===== config.mk =====
export PLATFORM = sky130hd
export DESIGN_NAME = elbt_addr_unit
export DESIGN_NICKNAME = d
export VERILOG_FILES = /design/src/design/elbt_pkg.sv /design/src/design/elbt_addr_unit.sv
export SDC_FILE = /design/constraint.sdc
export NUM_CORES = 1
export LEC_CHECK = 0
export BUFFER_PORTS_ARGS = -buffer_cell sky130_fd_sc_hd__buf_4
export CAP_MARGIN = 20
export CORE_MARGIN = 8
export CORE_UTILIZATION = 47
export CTS_CLUSTER_DIAMETER = 80
export CTS_CLUSTER_SIZE = 8
export DETAILED_ROUTE_END_ITERATION = 7
export GPL_TIMING_DRIVEN = 0
export PLACE_DENSITY = 0.86
export SKIP_CTS_REPAIR_TIMING = 1
export SLEW_MARGIN = 30
export SYNTH_ARGS = -nofsm -noshare
export SYNTH_HDL_FRONTEND = slang
export SYNTH_SLANG_ARGS = --single-unit

===== constraint.sdc =====
create_clock -name clock -period 1.3 [get_ports clock]
set_input_delay 0.065 -clock clock [delete_from_list [all_inputs] [get_ports clock]]
set_output_delay 0.065 -clock clock [all_outputs]
set_load 0.1 [all_outputs]

===== src/design/elbt_pkg.sv =====
// shared types, codes and constants of the eight-lane led bit transposer
`default_nettype none

package elbt_pkg;

   localparam int PIXEL_DEPTH_DEF = 8192;
   localparam int PIN_COUNT       = 8;
   localparam int VAL_W           = 16;
   localparam int GRB_W           = 24;

   localparam logic [1:0] OP_WRITE_PIXEL = 2'd0;
   localparam logic [1:0] OP_WRITE_GAMMA = 2'd1;
   localparam logic [1:0] OP_EMIT        = 2'd2;

   localparam logic [1:0] CSR_STRIP_LENGTH = 2'd0;
   localparam logic [1:0] CSR_LED_HEIGHT   = 2'd1;
   localparam logic [1:0] CSR_SERPENTINE   = 2'd2;
   localparam logic [1:0] CSR_SYNC_DELAY   = 2'd3;

   localparam logic [1:0] COMP_RED   = 2'd0;
   localparam logic [1:0] COMP_GREEN = 2'd1;
   localparam logic [1:0] COMP_BLUE  = 2'd2;

   localparam logic [7:0] SYNC_CHAR = 8'h2A;

   typedef enum logic [2:0] {
      ST_IDLE,
      ST_WRITE,
      ST_SETUP,
      ST_HEADER,
      ST_GATHER,
      ST_GAMMA,
      ST_SEND
   } st_type;

   typedef struct packed {
      logic [1:0]  operation;
      logic        panel;
      logic [11:0] pixel_index;
      logic [7:0]  red;
      logic [7:0]  green;
      logic [7:0]  blue;
      logic [7:0]  gamma_index;
      logic [7:0]  gamma_value;
   } req_type;

   typedef struct packed {
      logic [7:0] out_byte;
      logic       last_of_run;
      logic       frame_done;
   } rsp_type;

   typedef struct packed {
      logic             valid;
      logic             panel;
      logic [VAL_W-1:0] value;
   } addr_req_type;

endpackage

`default_nettype wire


===== src/design/elbt_addr_unit.sv =====
// pixel address unit: panel base plus value modulo half the store, three stages
`default_nettype none

module elbt_addr_unit #(
   parameter int PIXEL_DEPTH = elbt_pkg::PIXEL_DEPTH_DEF
) (
   input  wire logic                       clock,
   input  wire logic                       reset,
   input  wire elbt_pkg::addr_req_type     areq,
   output logic                            addr_vld,
   output logic [$clog2(PIXEL_DEPTH)-1:0]  addr
);

   localparam int VW       = elbt_pkg::VAL_W;
   localparam int AW       = $clog2(PIXEL_DEPTH);
   localparam int HALF     = PIXEL_DEPTH / 2;
   localparam int RECIP_SH = 32;
   localparam int RECIP_W  = RECIP_SH + 1;
   localparam int PROD_W   = VW + RECIP_W;
   localparam logic [63:0] RECIP_FULL =
      ((64'd1 << RECIP_SH) + 64'(HALF) - 64'd1) / 64'(HALF);
   localparam logic [RECIP_W-1:0] RECIP  = RECIP_FULL[RECIP_W-1:0];
   localparam logic [VW-1:0]      HALF_V = VW'(HALF);
   localparam logic [AW-1:0]      HALF_A = AW'(HALF);

   logic              s1_vld_ff, s1_vld_in;
   logic              s1_panel_ff, s1_panel_in;
   logic [VW-1:0]     s1_val_ff, s1_val_in;
   logic [PROD_W-1:0] prod_ff, prod_in;
   logic              s2_vld_ff, s2_vld_in;
   logic              s2_panel_ff, s2_panel_in;
   logic [VW-1:0]     s2_val_ff, s2_val_in;
   logic [VW-1:0]     qh_ff, qh_in;
   logic              s3_vld_ff, s3_vld_in;
   logic [AW-1:0]     addr_ff, addr_in;
   logic [VW-1:0]     quot;
   logic [2*VW-1:0]   qh_full;
   logic [VW-1:0]     rem;

   always_comb begin
      s1_vld_in   = areq.valid;
      s1_panel_in = areq.panel;
      s1_val_in   = areq.value;
      prod_in     = PROD_W'(areq.value) * PROD_W'(RECIP);

      quot        = prod_ff[RECIP_SH +: VW];
      qh_full     = quot * HALF_V;
      s2_vld_in   = s1_vld_ff;
      s2_panel_in = s1_panel_ff;
      s2_val_in   = s1_val_ff;
      qh_in       = qh_full[VW-1:0];

      rem       = s2_val_ff - qh_ff;
      s3_vld_in = s2_vld_ff;
      addr_in   = s2_panel_ff ? HALF_A + AW'(rem) : AW'(rem);
   end

   always_ff @(posedge clock) begin
      if (reset) begin
         s1_vld_ff <= 1'b0;
         s2_vld_ff <= 1'b0;
         s3_vld_ff <= 1'b0;
      end else begin
         s1_vld_ff <= s1_vld_in;
         s2_vld_ff <= s2_vld_in;
         s3_vld_ff <= s3_vld_in;
      end
   end

   always_ff @(posedge clock) begin
      s1_panel_ff <= s1_panel_in;
      s1_val_ff   <= s1_val_in;
      prod_ff     <= prod_in;
      s2_panel_ff <= s2_panel_in;
      s2_val_ff   <= s2_val_in;
      qh_ff       <= qh_in;
      addr_ff     <= addr_in;
   end

   assign addr_vld = s3_vld_ff;
   assign addr     = addr_ff;

endmodule

`default_nettype wire


==> impl_metrics.py <==
metrics = {
    "floorplanning": {
        "dieWidth_um": 58.8,
        "row_count": 15,
        "pin_count": 34,
        "coreArea_mm2": 0.00173,
        "initial_utilization": 0.498,
        "die_y_um": 58.8,
        "die_area_mm2": 0.00345,
    },
    "setup_path": {
        "crit_chain": "dlygate4sd3_1 > buf_4 > nor2b_1 > dlygate4sd3_1",
        "reg2reg_from": "s1_vld_ff$_SDFF_PP0_",
        "critPathMaxStageDelay_ns": 0.55,
        "cp_max_fo": 3,
        "worstSetupEndpointType": "flip-flop",
        "cp-start-kind": "primary input",
        "path_common_cell": "dlygate4sd3_1",
        "required_ns": 1.58,
        "critPathArrivalTime_ns": 1.38,
        "path_class": "in2reg",
        "cp-startpoint": "reset",
        "cpMaxStageDelayCell": "dlygate4sd3_1",
    },
    "clock_tree": {
        "cts_buffers": 5,
        "path_clk_slew_ns": 0.11,
        "insertion_delay_ns": 0.33,
        "clockBufferDepth": 2,
        "cts_sinks": 42,
        "htree_levels": 2,
        "cts_root_buffer": "clkbuf_4",
        "cts_tree": "built",
    },
    "grt": {
        "antenna_found_initial": 0,
        "grt_pass1_wl_um": 1870,
        "grt_max_degree": 14,
        "first_global_vias": 413,
        "grtUsageTotal": 0.0845,
        "gr-total-overflow": 0,
    },
    "detailed_routing": {
        "wl_um": 1460,
        "via_per_inst": 3.78,
        "drtPass1Iterations": 3,
        "avgRoutedWirePerCell_um": 11.9,
        "num_vias": 461,
        "drc": 0,
        "drt_first_iter_violations": 3,
        "ant_nets": 0,
    },
    "layout": {
        "design_area_mm2": 0.00134,
        "diodes": 0,
        "drive_gt1_frac": 0.381,
        "nets": 116,
        "syn_to_final_growth_pct": 55.5,
        "most-common-layout-cells": "dfxtp_1, buf_4, dlygate4sd3_1",
        "postLayoutCoreUtil": 0.774,
        "layout_commonest_cell": "dfxtp_1",
    },
    "logic_synthesis": {
        "synth_area_per_cell_um2": 19.1,
        "synthMuxAreaShare": 0,
        "ys_ff_latch": 42,
        "synth.distinct_cells": 2,
        "synthSimpleGateAreaFrac": 0.0218,
        "syn_inst": 45,
        "synth_nets": 65,
        "seq_area_frac_synth": 0.978,
        "ys_warn_count": 0,
        "syn_area_um2": 860,
        "synthXorXnorAreaFrac": 0,
        "synth-compound-area-share": 0,
        "synthAdderAreaFrac": 0,
        "synth_top_family_by_area": "simple AND/OR/NAND/NOR gates",
    },
    "placed_design": {
        "globalplace.congestion": 0.664,
        "io_buffers": 29,
        "placedInstanceArea_mm2": 0.00111,
    },
    "timing": {
        "min_period_over_period": 0.845,
        "worstMarginPinSlew_ns": 0.285,
        "hold_violations": 0,
        "slew_violations": 0,
        "max_slew_margin": 0.812,
        "setup_viol_count_final": 0,
        "finClkSkew_ns": 0.00652,
        "grt_setup_unrepaired": "false",
        "finalSetupTns_ns": 0,
        "clock.fmax_mhz": 910,
        "period_minus_slack_ns": 1.10,
        "whs_ns": 0.337,
    },
    "power_and_ir_drop": {
        "power_density_mw_per_mm2": 1810,
        "leakagePower_nw": 0.609,
        "ir_drop_mv": 1.10,
    },
    "status": {
        "outcome": "finished clean",
    },
    "min_path": {
        "hp-start": "s2_val_ff[3]$_DFF_P_",
        "min_path_type": "reg2reg",
    },
    "flow_run": {
        "cap_viol_max_count": 0,
    },
}
power breakdown:
part	leakage [nW]	internal, mW	switching, mW
sequential	0.354	1.35	0.0152
clock	0.0450	0.398	0.372
combinational	0.211	0.0865	0.186
total	0.609	1.84	0.573
cell usage after synthesis:
cell type  count  area, um2
dfxtp_1       42        841
nor2b_1        3       18.8
routing by layer:
metal / track usage / share of wire
met3: 0.0761 / 0.097
met4: 0.0922 / 0.026
met5: 0 / 0
met1: 0.0648 / 0.37
met2: 0.118 / 0.51
logic make-up (layout without fill, tap and decap cells):
kind of cell           after synthesis  count (layout)
flip-flops                          42              42
AND/OR/NAND/NOR                      3               3
buffers and inverters                0              52
worst max-delay path: cells and delay by family:
| kind | cells | cell delay [ns] |
|---|---|---|
| buffers and inverters | 3 | 1.23 |
| AND/OR/NAND/NOR | 1 | 0.09 |
final cells by class:
type	count	area, um2
clock buffers	5	37.5
clock inverters	3	40.0
fillers	111	390
multi-input cells	3	18.8
flip-flops and latches	42	841
well taps	25	31.3
repair buffers	44	368
worst paths after layout:
check	to	slack [ns]	cells after the start
setup reg to reg	s2_vld_ff$_SDFF_PP0_	0.78	1
setup / recovery	s1_vld_ff$_SDFF_PP0_	0.20	4
hold / removal	addr[3]$_DFF_P_	0.34	0
hold reg to reg	addr[3]$_DFF_P_	0.34	0
stage by stage:
| stage | total power [mW] | setup WS, ns | instances |
|---|---|---|---|
| final | 2.41 | 0.201 | 122 |
| after global routing | 2.51 | 0.198 | 122 |
| after CTS | 2.40 | 0.253 | 107 |
| after detailed placement | 1.64 | 0.642 | 99 |
| after global placement | 1.63 | 0.664 | 99 |
| after floorplan | 1.56 | 0.326 | 45 |
sequential cells by signal, indices dropped and copies added (netlist names):
signal       flops
prod_ff         12
addr_vld         1
s1_panel_ff      1
s2_val_ff       12
s2_panel_ff      1
addr            13
s2_vld_ff        1
s1_vld_ff        1
(Power assumes the default switching activity.)
